--- config.mk ---
export PLATFORM = sky130hd
export DESIGN_NAME = trimmed_circular_angle_smoother
export DESIGN_NICKNAME = d
export VERILOG_FILES = /design/src/sv/tcas_pkg.sv /design/src/sv/tcas_ram.sv /design/src/sv/tcas_ctrl.sv /design/src/sv/tcas_dp.sv /design/src/sv/trimmed_circular_angle_smoother.sv
export SDC_FILE = /design/constraint.sdc
export NUM_CORES = 2
export LEC_CHECK = 0
export BUFFER_PORTS_ARGS = -buffer_cell sky130_fd_sc_hd__buf_2
export CAP_MARGIN = 30
export CORE_MARGIN = 2
export CORE_UTILIZATION = 25
export CTS_BUF_LIST = sky130_fd_sc_hd__clkbuf_4
export DETAILED_ROUTE_END_ITERATION = 8
export PLACE_DENSITY_LB_ADDON = 0.08
export SLEW_MARGIN = 25
export SYNTH_ARGS = -nofsm -noshare
export SYNTH_HDL_FRONTEND = slang
export SYNTH_SLANG_ARGS = --single-unit
--- constraint.sdc ---
create_clock -name clk -period 7.3 [get_ports clk]
set_clock_uncertainty 0.2 [all_clocks]
set_input_delay 1.095 -clock clk [delete_from_list [all_inputs] [get_ports clk]]
set_output_delay 1.095 -clock clk [all_outputs]
set_load 0.01 [all_outputs]
--- src/sv/tcas_pkg.sv ---
`default_nettype none
// ----------------------------------------------------------------------------
// tcas_pkg: shared types and constants of the angle smoother
// Command and status words between the controller and the datapath, CORDIC
// widths and the arctangent table.
// ----------------------------------------------------------------------------
package tcas_pkg;

  localparam int IDX_W      = 6;   // holds any history index
  localparam int K_W        = 5;   // CORDIC iteration index
  localparam int COS_ITERS  = 16;
  localparam int ATAN_ITERS = 24;
  localparam int CX_W       = 18;  // rotation vector width
  localparam int Z_W        = 34;  // rotation residual angle width

  localparam logic signed [CX_W-1:0] CORDIC_X0 = 18'sd19898;
  localparam logic [31:0] QUARTER_TURN = 32'h4000_0000;
  localparam logic [31:0] HALF_TURN    = 32'h8000_0000;

  typedef enum logic [3:0] {
    OP_NONE,
    OP_LOAD,
    OP_WRITE,
    OP_LATJ,
    OP_CMP,
    OP_COS_INIT,
    OP_COS_STEP,
    OP_ACC,
    OP_ATAN_INIT,
    OP_ATAN_STEP,
    OP_FINISH
  } tcas_op_t;

  typedef struct packed {
    tcas_op_t         op;
    logic [IDX_W-1:0] rd_idx;
    logic [IDX_W-1:0] cmp_idx;
    logic [IDX_W-1:0] j_idx;
    logic [K_W-1:0]   k;
  } tcas_cmd_t;

  typedef struct packed {
    logic keep;
    logic out_busy;
  } tcas_sts_t;

  // arctangent of 2^-k, full circle = 2^32
  function automatic logic [31:0] atan_tab(input logic [K_W-1:0] k);
    logic [31:0] v;
    case (k)
      5'd0:  v = 32'h20000000;
      5'd1:  v = 32'h12E4051E;
      5'd2:  v = 32'h09FB385B;
      5'd3:  v = 32'h051111D4;
      5'd4:  v = 32'h028B0D43;
      5'd5:  v = 32'h0145D7E1;
      5'd6:  v = 32'h00A2F61E;
      5'd7:  v = 32'h00517C55;
      5'd8:  v = 32'h0028BE53;
      5'd9:  v = 32'h00145F2F;
      5'd10: v = 32'h000A2F98;
      5'd11: v = 32'h000517CC;
      5'd12: v = 32'h00028BE6;
      5'd13: v = 32'h000145F3;
      5'd14: v = 32'h0000A2FA;
      5'd15: v = 32'h0000517D;
      5'd16: v = 32'h000028BE;
      5'd17: v = 32'h0000145F;
      5'd18: v = 32'h00000A30;
      5'd19: v = 32'h00000518;
      5'd20: v = 32'h0000028C;
      5'd21: v = 32'h00000146;
      5'd22: v = 32'h000000A3;
      5'd23: v = 32'h00000051;
      default: v = 32'h00000000;
    endcase
    return v;
  endfunction

endpackage
`default_nettype wire

--- src/sv/tcas_ram.sv ---
`default_nettype none
// ----------------------------------------------------------------------------
// tcas_ram: generic single-port-write, single-port-read RAM
// One write and one registered read per cycle.
// ----------------------------------------------------------------------------
module tcas_ram #(
  parameter int WIDTH = 14,
  parameter int DEPTH = 40
) (
  input  wire                       clk,
  input  wire                       we,
  input  wire [$clog2(DEPTH)-1:0]   waddr,
  input  wire [WIDTH-1:0]           wdata,
  input  wire [$clog2(DEPTH)-1:0]   raddr,
  output logic [WIDTH-1:0]          rdata
);

  logic [WIDTH-1:0] mem [DEPTH];

  always_ff @(posedge clk) begin
    if (we) begin
      mem[waddr] <= wdata;
    end
    rdata <= mem[raddr];
  end

endmodule
`default_nettype wire

--- src/sv/tcas_ctrl.sv ---
`default_nettype none
// ----------------------------------------------------------------------------
// tcas_ctrl: sequencer of the angle smoother
// Steps through write, ranking, CORDIC and arctangent phases.
// ----------------------------------------------------------------------------
module tcas_ctrl #(
  parameter int WINDOW = 20
) (
  input  wire                 clk,
  input  wire                 rst_n,
  input  wire                 in_tvalid,
  output logic                in_tready,
  input  tcas_pkg::tcas_sts_t sts,
  output tcas_pkg::tcas_cmd_t cmd
);
  import tcas_pkg::*;

  typedef enum logic [3:0] {
    S_IDLE, S_WRITE, S_RDJ, S_LATJ, S_CMP, S_SEL, S_COS, S_ACC, S_AINIT, S_ATAN, S_FIN
  } state_t;

  state_t           state_r, state_nxt;
  logic [IDX_W-1:0] j_r, j_nxt;
  logic [IDX_W:0]   ic_r, ic_nxt;
  logic [K_W-1:0]   k_r, k_nxt;
  logic             last_j;

  assign last_j    = (j_r == IDX_W'(WINDOW - 1));
  assign in_tready = (state_r == S_IDLE);

  always_comb begin
    state_nxt   = state_r;
    j_nxt       = j_r;
    ic_nxt      = ic_r;
    k_nxt       = k_r;
    cmd.op      = OP_NONE;
    cmd.rd_idx  = j_r;
    cmd.cmp_idx = IDX_W'(ic_r - 1'b1);
    cmd.j_idx   = j_r;
    cmd.k       = k_r;
    unique case (state_r)
      S_IDLE: begin
        if (in_tvalid) begin
          cmd.op    = OP_LOAD;
          state_nxt = S_WRITE;
        end
      end
      S_WRITE: begin
        cmd.op    = OP_WRITE;
        j_nxt     = '0;
        state_nxt = S_RDJ;
      end
      S_RDJ: begin
        state_nxt = S_LATJ;
      end
      S_LATJ: begin
        cmd.op    = OP_LATJ;
        ic_nxt    = '0;
        state_nxt = S_CMP;
      end
      S_CMP: begin
        cmd.rd_idx = (ic_r == (IDX_W+1)'(WINDOW)) ? '0 : ic_r[IDX_W-1:0];
        if (ic_r != '0) begin
          cmd.op = OP_CMP;
        end
        ic_nxt = ic_r + 1'b1;
        if (ic_r == (IDX_W+1)'(WINDOW)) begin
          state_nxt = S_SEL;
        end
      end
      S_SEL: begin
        if (sts.keep) begin
          cmd.op    = OP_COS_INIT;
          k_nxt     = '0;
          state_nxt = S_COS;
        end else if (last_j) begin
          state_nxt = S_AINIT;
        end else begin
          j_nxt     = j_r + 1'b1;
          state_nxt = S_RDJ;
        end
      end
      S_COS: begin
        cmd.op = OP_COS_STEP;
        k_nxt  = k_r + 1'b1;
        if (k_r == K_W'(COS_ITERS - 1)) begin
          state_nxt = S_ACC;
        end
      end
      S_ACC: begin
        cmd.op = OP_ACC;
        if (last_j) begin
          state_nxt = S_AINIT;
        end else begin
          j_nxt     = j_r + 1'b1;
          state_nxt = S_RDJ;
        end
      end
      S_AINIT: begin
        cmd.op    = OP_ATAN_INIT;
        k_nxt     = '0;
        state_nxt = S_ATAN;
      end
      S_ATAN: begin
        cmd.op = OP_ATAN_STEP;
        k_nxt  = k_r + 1'b1;
        if (k_r == K_W'(ATAN_ITERS - 1)) begin
          state_nxt = S_FIN;
        end
      end
      S_FIN: begin
        if (!sts.out_busy) begin
          cmd.op    = OP_FINISH;
          state_nxt = S_IDLE;
        end
      end
      default: state_nxt = S_IDLE;
    endcase
  end

  always_ff @(posedge clk) begin
    if (!rst_n) begin
      state_r <= S_IDLE;
      j_r     <= '0;
      ic_r    <= '0;
      k_r     <= '0;
    end else begin
      state_r <= state_nxt;
      j_r     <= j_nxt;
      ic_r    <= ic_nxt;
      k_r     <= k_nxt;
    end
  end

endmodule
`default_nettype wire

--- src/sv/tcas_dp.sv ---
`default_nettype none
// ----------------------------------------------------------------------------
// tcas_dp: datapath of the angle smoother
// History RAM, distance ranking, CORDIC sine/cosine, sums, arctangent, output.
// ----------------------------------------------------------------------------
module tcas_dp #(
  parameter int WINDOW     = 20,
  parameter int DISCARD    = 2,
  parameter int CHANNELS   = 2,
  parameter int ANGLE_BITS = 14,
  localparam int CH_W      = (CHANNELS > 1) ? $clog2(CHANNELS) : 1
) (
  input  wire                   clk,
  input  wire                   rst_n,
  input  tcas_pkg::tcas_cmd_t   cmd,
  output tcas_pkg::tcas_sts_t   sts,
  input  wire [CH_W-1:0]        in_ch,
  input  wire [ANGLE_BITS-1:0]  in_angle,
  input  wire                   out_tready,
  output logic                  out_valid,
  output logic [CH_W-1:0]       out_ch,
  output logic [ANGLE_BITS-1:0] out_tics,
  output logic                  out_undef
);
  import tcas_pkg::*;

  localparam int AB    = ANGLE_BITS;
  localparam int IW    = $clog2(WINDOW);
  localparam int DEPTH = CHANNELS * WINDOW;
  localparam int AD_W  = $clog2(DEPTH);
  localparam int D_EFF = (2 * DISCARD < WINDOW) ? DISCARD : (WINDOW - 1) / 2;
  localparam int CW    = $clog2(WINDOW + 1);
  localparam int SW    = 17 + $clog2(WINDOW);
  localparam int AW    = SW + 18;
  localparam int PH_SH = 32 - AB;
  localparam logic [AB-1:0] HALF = {1'b1, {(AB-1){1'b0}}};

  function automatic logic [AB-1:0] wrap_dist(input logic [AB-1:0] h, input logic [AB-1:0] p);
    logic [AB-1:0] d;
    d = h - p;
    if (d > HALF) begin
      d = -d;
    end
    return d;
  endfunction

  function automatic logic signed [15:0] clamp_q15(input logic signed [CX_W-1:0] v);
    logic signed [15:0] c;
    if (v > CX_W'(32767)) begin
      c = 16'sd32767;
    end else if (v < -CX_W'(32767)) begin
      c = -16'sd32767;
    end else begin
      c = v[15:0];
    end
    return c;
  endfunction

  logic [CH_W-1:0]        ch_r;
  logic [AB-1:0]          ang_r;
  logic [IW-1:0]          ptr_r [CHANNELS];
  logic [AB-1:0]          sm_r [CHANNELS];
  logic [DEPTH-1:0]       vld_r;
  logic                   rvld_r;
  logic [AB-1:0]          aj_r, dj_r;
  logic [CW-1:0]          rank_r;
  logic signed [CX_W-1:0] cx_r, cy_r;
  logic signed [Z_W-1:0]  cz_r;
  logic                   flip_r;
  logic signed [SW-1:0]   sx_r, sy_r;
  logic signed [AW-1:0]   ax_r, ay_r;
  logic [31:0]            az_r;
  logic                   out_valid_r;
  logic [CH_W-1:0]        out_ch_r;
  logic [AB-1:0]          out_tics_r;
  logic                   out_undef_r;

  logic [CH_W-1:0]        ch_fold;
  logic [IW-1:0]          p_new;
  logic [AD_W-1:0]        base, waddr, raddr;
  logic [AB-1:0]          rdata, h_rd, d_rd;
  logic [31:0]            ph, phf, tab, rnd;
  logic                   flip;
  logic signed [CX_W-1:0] cdx, cdy, cxf, cyf;
  logic signed [15:0]     cc, cs;
  logic signed [Z_W-1:0]  ctab;
  logic signed [AW-1:0]   xe, ye, adx, ady;
  logic                   undef;

  assign ch_fold = (in_ch >= CHANNELS) ? in_ch - CH_W'(CHANNELS) : in_ch;
  assign p_new   = (ptr_r[ch_r] == IW'(WINDOW - 1)) ? '0 : ptr_r[ch_r] + 1'b1;
  assign base    = AD_W'(ch_r * WINDOW);
  assign waddr   = base + AD_W'(p_new);
  assign raddr   = base + AD_W'(cmd.rd_idx[IW-1:0]);

  tcas_ram #(.WIDTH(AB), .DEPTH(DEPTH)) u_hist (
    .clk   (clk),
    .we    (cmd.op == OP_WRITE),
    .waddr (waddr),
    .wdata (ang_r),
    .raddr (raddr),
    .rdata (rdata)
  );

  // unwritten entries read as zero
  assign h_rd = rvld_r ? rdata : '0;
  assign d_rd = wrap_dist(h_rd, sm_r[ch_r]);

  assign sts.keep     = (rank_r >= CW'(D_EFF)) && (rank_r < CW'(WINDOW - D_EFF));
  assign sts.out_busy = out_valid_r && !out_tready;

  assign tab  = atan_tab(cmd.k);
  assign ph   = 32'(aj_r) << PH_SH;
  assign flip = ph[31] ^ ph[30];
  assign phf  = flip ? ph + HALF_TURN : ph;
  assign cdx  = cy_r >>> cmd.k;
  assign cdy  = cx_r >>> cmd.k;
  assign ctab = $signed({{(Z_W-32){1'b0}}, tab});
  assign cxf  = flip_r ? -cx_r : cx_r;
  assign cyf  = flip_r ? -cy_r : cy_r;
  assign cc   = clamp_q15(cxf);
  assign cs   = clamp_q15(cyf);

  assign xe  = {{(AW-SW){sx_r[SW-1]}}, sx_r};
  assign ye  = {{(AW-SW){sy_r[SW-1]}}, sy_r};
  assign adx = ay_r >>> cmd.k;
  assign ady = ax_r >>> cmd.k;

  assign undef = (sx_r == '0) && (sy_r == '0);
  assign rnd   = az_r + (32'h1 << (PH_SH - 1));

  always_ff @(posedge clk) begin
    if (!rst_n) begin
      for (int c = 0; c < CHANNELS; c++) begin
        ptr_r[c] <= '0;
        sm_r[c]  <= '0;
      end
      vld_r       <= '0;
      rvld_r      <= 1'b0;
      out_valid_r <= 1'b0;
    end else begin
      rvld_r <= vld_r[raddr];
      // load a fresh result, else drop the one just taken
      if (cmd.op == OP_FINISH) begin
        out_valid_r <= 1'b1;
      end else if (out_valid_r && out_tready) begin
        out_valid_r <= 1'b0;
      end
      case (cmd.op)
        OP_LOAD: begin
          ch_r  <= ch_fold;
          ang_r <= in_angle;
        end
        OP_WRITE: begin
          ptr_r[ch_r]  <= p_new;
          vld_r[waddr] <= 1'b1;
          sx_r         <= '0;
          sy_r         <= '0;
        end
        OP_LATJ: begin
          aj_r   <= h_rd;
          dj_r   <= d_rd;
          rank_r <= '0;
        end
        OP_CMP: begin
          if ((d_rd < dj_r) || ((d_rd == dj_r) && (cmd.cmp_idx < cmd.j_idx))) begin
            rank_r <= rank_r + 1'b1;
          end
        end
        OP_COS_INIT: begin
          cx_r   <= CORDIC_X0;
          cy_r   <= '0;
          cz_r   <= $signed({{(Z_W-32){phf[31]}}, phf});
          flip_r <= flip;
        end
        OP_COS_STEP: begin
          if (!cz_r[Z_W-1]) begin
            cx_r <= cx_r - cdx;
            cy_r <= cy_r + cdy;
            cz_r <= cz_r - ctab;
          end else begin
            cx_r <= cx_r + cdx;
            cy_r <= cy_r - cdy;
            cz_r <= cz_r + ctab;
          end
        end
        OP_ACC: begin
          sx_r <= sx_r + {{(SW-16){cc[15]}}, cc};
          sy_r <= sy_r + {{(SW-16){cs[15]}}, cs};
        end
        OP_ATAN_INIT: begin
          if (sx_r[SW-1]) begin
            ax_r <= (-xe) <<< 16;
            ay_r <= (-ye) <<< 16;
            az_r <= HALF_TURN;
          end else begin
            ax_r <= xe <<< 16;
            ay_r <= ye <<< 16;
            az_r <= '0;
          end
        end
        OP_ATAN_STEP: begin
          if (!ay_r[AW-1]) begin
            ax_r <= ax_r + adx;
            ay_r <= ay_r - ady;
            az_r <= az_r + tab;
          end else begin
            ax_r <= ax_r - adx;
            ay_r <= ay_r + ady;
            az_r <= az_r - tab;
          end
        end
        OP_FINISH: begin
          out_ch_r    <= ch_r;
          out_undef_r <= undef;
          out_tics_r  <= undef ? '0 : rnd[31 -: AB];
          sm_r[ch_r]  <= undef ? '0 : rnd[31 -: AB];
        end
        default: ;
      endcase
    end
  end

  assign out_valid = out_valid_r;
  assign out_ch    = out_ch_r;
  assign out_tics  = out_tics_r;
  assign out_undef = out_undef_r;

endmodule
`default_nettype wire

--- src/sv/trimmed_circular_angle_smoother.sv ---
`default_nettype none
// ----------------------------------------------------------------------------
// trimmed_circular_angle_smoother: trimmed circular-mean filter for angles
// Per-channel history of rotary angles, outliers trimmed, mean via CORDIC.
// ----------------------------------------------------------------------------
// Each input transaction carries a channel and a raw angle. The angle is
// written into that channel's ring of WINDOW readings; all readings are then
// ranked by wrapped distance from the channel's last smoothed angle (ties keep
// slot order), the DISCARD nearest and farthest are dropped and the rest are
// averaged as unit vectors, and the mean direction comes back rounded to a
// tic. When the vector sum is zero the result is 0 with the undefined flag
// set. One item is in work at a time: the ranking compares every reading
// against every other through the single read port of the history RAM, and
// each kept reading costs 16 sine/cosine CORDIC steps, followed by 24
// arctangent steps. The result sits in an output register, so the next
// transaction is taken while it waits. History starts as all zero after
// reset, with no clearing pass.
module trimmed_circular_angle_smoother #(
  parameter int WINDOW     = 20,
  parameter int DISCARD    = 2,
  parameter int CHANNELS   = 2,
  parameter int ANGLE_BITS = 14,
  localparam int CH_W      = (CHANNELS > 1) ? $clog2(CHANNELS) : 1,
  localparam int TD_W      = ((ANGLE_BITS + 7) / 8) * 8
) (
  input  wire              clk,
  input  wire              rst_n,
  input  wire              in_tvalid,
  output logic             in_tready,
  input  wire [TD_W-1:0]   in_tdata,   // angle_tics
  input  wire [CH_W-1:0]   in_tuser,   // channel
  output logic             out_tvalid,
  input  wire              out_tready,
  output logic [TD_W-1:0]  out_tdata,  // smoothed_tics
  output logic [CH_W:0]    out_tuser   // out_channel, mean_undefined
);
  import tcas_pkg::*;

  tcas_cmd_t             cmd;
  tcas_sts_t             sts;
  logic [CH_W-1:0]       out_ch;
  logic [ANGLE_BITS-1:0] out_tics;
  logic                  out_undef;

  // sequencer: owns the phase and all loop counters
  tcas_ctrl #(.WINDOW(WINDOW)) u_ctrl (
    .clk       (clk),
    .rst_n     (rst_n),
    .in_tvalid (in_tvalid),
    .in_tready (in_tready),
    .sts       (sts),
    .cmd       (cmd)
  );

  // datapath: history, ranking, CORDIC and the output register
  tcas_dp #(
    .WINDOW     (WINDOW),
    .DISCARD    (DISCARD),
    .CHANNELS   (CHANNELS),
    .ANGLE_BITS (ANGLE_BITS)
  ) u_dp (
    .clk        (clk),
    .rst_n      (rst_n),
    .cmd        (cmd),
    .sts        (sts),
    .in_ch      (in_tuser),
    .in_angle   (in_tdata[ANGLE_BITS-1:0]),
    .out_tready (out_tready),
    .out_valid  (out_tvalid),
    .out_ch     (out_ch),
    .out_tics   (out_tics),
    .out_undef  (out_undef)
  );

  // pad the angle out to whole bytes
  assign out_tdata = TD_W'(out_tics);
  assign out_tuser = {out_undef, out_ch};

endmodule
`default_nettype wire

==> metrics <==
Distinct cells, synth=99; most frequent cells in the layout=nand2_1 (982), edfxtp_1 (889), nor2_1 (641); largest net degree at the start of global routing=102; Fmax=147.6 MHz; Initial Util=0.2509; synthesized flop and latch total=998; drt drc=0; worst slew margin relative to its limit=0.3135; hold crit path type=primary input to register; Die ar.=261,300 µm²; Overall Global Routing Usage=0.1748; period utilization=0.9278; Synth top area share=0.4152; GPL Wtd Cong=0.8489; post-route ant nets=0; core area=256,200 µm²; CTS Sinks=998; Post-DP HPWL=162,400 µm; worst endpoint required time=7.98 ns; die height=511.2 µm; RSZ-0062 raised after global routing=false; highest ir drop seen on vdd=0.1220 mV; setup tns final=0 ns; Synth Instances=6,448; worst-path fanout max=38; status=completed; I/O Buffers=36; CTS buffer count=319; XOR/XNOR Fraction of Synth Area=0.06266; Vias per Instance=4.960; Seq/Total Area, Yosys=0.4491; via count=51,920; 1st-iter DRT viols=3,711; clk buf depth=4; die width=511.2 µm; Overflow after GRT=0; largest family of logic cells by synthesized area=simple AND/OR/NAND/NOR gates; multiplexer share of the synthesized area=0.08260; CTS H-Tree Depth=5; Post-Synth Adder-Cell Area=0.05744; CTS clk-pin slew, worst paths=0.06 ns; vias in the first global route=51,600; drt pass-1 iters=6; initial antenna violation count=9; Async SR Flop Fraction=0; # setup viols final=0; commonest non-fill, non-tap cell in the layout=nand2_1; max-cap violations=0; CTS tree=built; nets=7,141; I/O Pins=41; first-pass GRT wire length=347,400 µm; Synth Flop Type=edfxtp_1; largest area contributor in the netlist=edfxtp_1; synthesized cell area=64,300 µm²; WS Path Type=register to register; pwr/cell area=188.5 nW/µm²; drt total wl=235,400 µm; Final Util=0.2918; max-slew violations=0; row count=186; Synth Area in Compound Gates=0.1411; Leakage=27.68 nW; share of layout cells above drive strength 1=0.1736; minimum clock period after layout=6.773 ns; Crit. End Element=register; Synth-to-Final Area Change=16.29%; worst slew pin tran=1.029 ns; synth top area cells=edfxtp_1 (42%), nand2_1 (5.7%), ha_1 (5.4%), mux4_2 (4.7%), nor2_1 (3.8%); clock latency on the worst-skew pair=1.19 ns; WP data arrival=7.46 ns; mean routed wirelength per cell=22.49 µm; Synth Area in Simple Gates=0.1724; crit path launch type=register; EDFF count, synth=889; Hold Fails Final Rpt=0; Synthesis Warnings=0; root buf cell=clkbuf_4; Syn Area/Cell=9.972 µm²
## cell type report
cell class | instances | area [µm²]
timing repair buffer | 427 | 3468
tap | 3384 | 4234
antenna | 6 | 15.01
fill | 27030 | 181500
sequential | 998 | 28900
inverter | 145 | 544.3
clock buffer | 487 | 3656
clock inverter | 81 | 528.0
multi-input combinational | 4940 | 33430
## cells by family after synthesis
family / Yosys count
flip-flops: 998
other: 1
XOR/XNOR: 460
buffers and inverters: 511
adder cells (fa/ha/maj): 290
AO/OA/AOI/OAI: 1379
multiplexers: 339
AND/OR/NAND/NOR: 2470
## repair_timing
action,in CTS,in global routing
setup buffers,0,4
hold buffers,15,0
gates resized for setup,0,7
endpoints found under the setup margin,0,11
hold endpoints to repair,16,0
## metrics by stage
step           hold WS (ns)  cells  power, mW  cell area, µm²  setup slack (ns)
2_1_floorplan        0.2402   6449      7.582           64300            0.6686
3_3_place_gp         0.2493   9869      8.206           70200            0.1455
3_5_place_dp         0.2573   9875      8.213           70320            0.1570
4_1_cts             0.01150  10460      14.44           74650            0.1556
5_1_grt              0.1236  10460      14.86           74760           0.03848
6_report             0.2012  10470      14.10           74770            0.5269
## worst max-delay path, cell delays in order, from the launching register on
cell and delay (ns):
dfxtp_4 0.60, buf_12 0.30, mux4_2 0.53, mux2i_1 0.32, a21oi_1 0.20, a211o_1 0.39, nor4bb_1 0.41, o2111a_1 0.26
buf_4 0.11, nand2_1 0.07, nor2_1 0.11, nor2_1 0.06, xnor2_1 0.17, ha_1 0.36, and3_1 0.15, nand3_1 0.10
nor2_1 0.32, o2111ai_1 0.28, and4b_1 0.29, nor3b_2 0.30, buf_4 0.17, nor2_1 0.06, o41ai_1 0.30, buf_4 0.18
xnor2_1 0.13, o21ai_0 0.10
## path summary, 6_finish.rpt
kind	slack, ns	from	cells past startpoint	endpoint
worst max-delay path	0.53	u_ctrl.k_r[1]	25	u_dp.ax_r[37]
worst min-delay path	0.20	rst_n	3	u_ctrl.ic_r[3]
worst max register to register	0.53	u_ctrl.k_r[1]	25	u_dp.ax_r[37]
worst min register to register	0.27	u_dp.vld_r[15]	2	u_dp.vld_r[15]
## power by group
group	internal, mW	leakage [nW]	total, mW	switching (mW)
Sequential	6.30	9.13	6.36	0.0538
Clock	3.27	2.48	6.02	2.75
Combinational	0.594	16.1	1.72	1.13
## registers in the layout (all words and copies together) (netlist names), 18 cells and up, named ones only
register / count
u_dp.u_hist.mem: 560
u_dp.ax_r: 40
u_dp.ay_r: 40
u_dp.vld_r: 40
u_dp.cz_r: 34
u_dp.az_r: 32
u_dp.tab: 30
u_dp.sm_r: 28
u_dp.sx_r: 22
u_dp.sy_r: 22
u_dp.cx_r: 18
u_dp.cy_r: 18
## metal layers
metal,GRT usage,vias to the layer above,wire [µm]
li1,-,24850,-
met1,0.2392,25500,109200
met2,0.2848,1200,109700
met3,0.02253,364,9421
met4,0.05610,4,7086
met5,0,-,34
## synthesized netlist by cell type (all sizes together), types with 16 or more instances
master	n
o211ai	33
xor2	199
nand2b	65
or2	29
a311oi	112
nor2b	46
o22ai	24
a31oi	120
nand3	247
clkbuf	234
a21o	99
inv	143
and3	110
or4	24
nand4	32
a211oi	67
edfxtp	889
o31ai	42
o21bai	25
mux2i	127
nor3b	16
xnor2	261
buf	131
nor4	29
or3	41
nand2	984
dfxtp	109
mux2	69
o21a	38
o21ai	277
mux4	143
and2	55
ha	280
a21oi	335
nor2	656
nor3	104
Note: power is estimated with default switching activity, not from simulation.
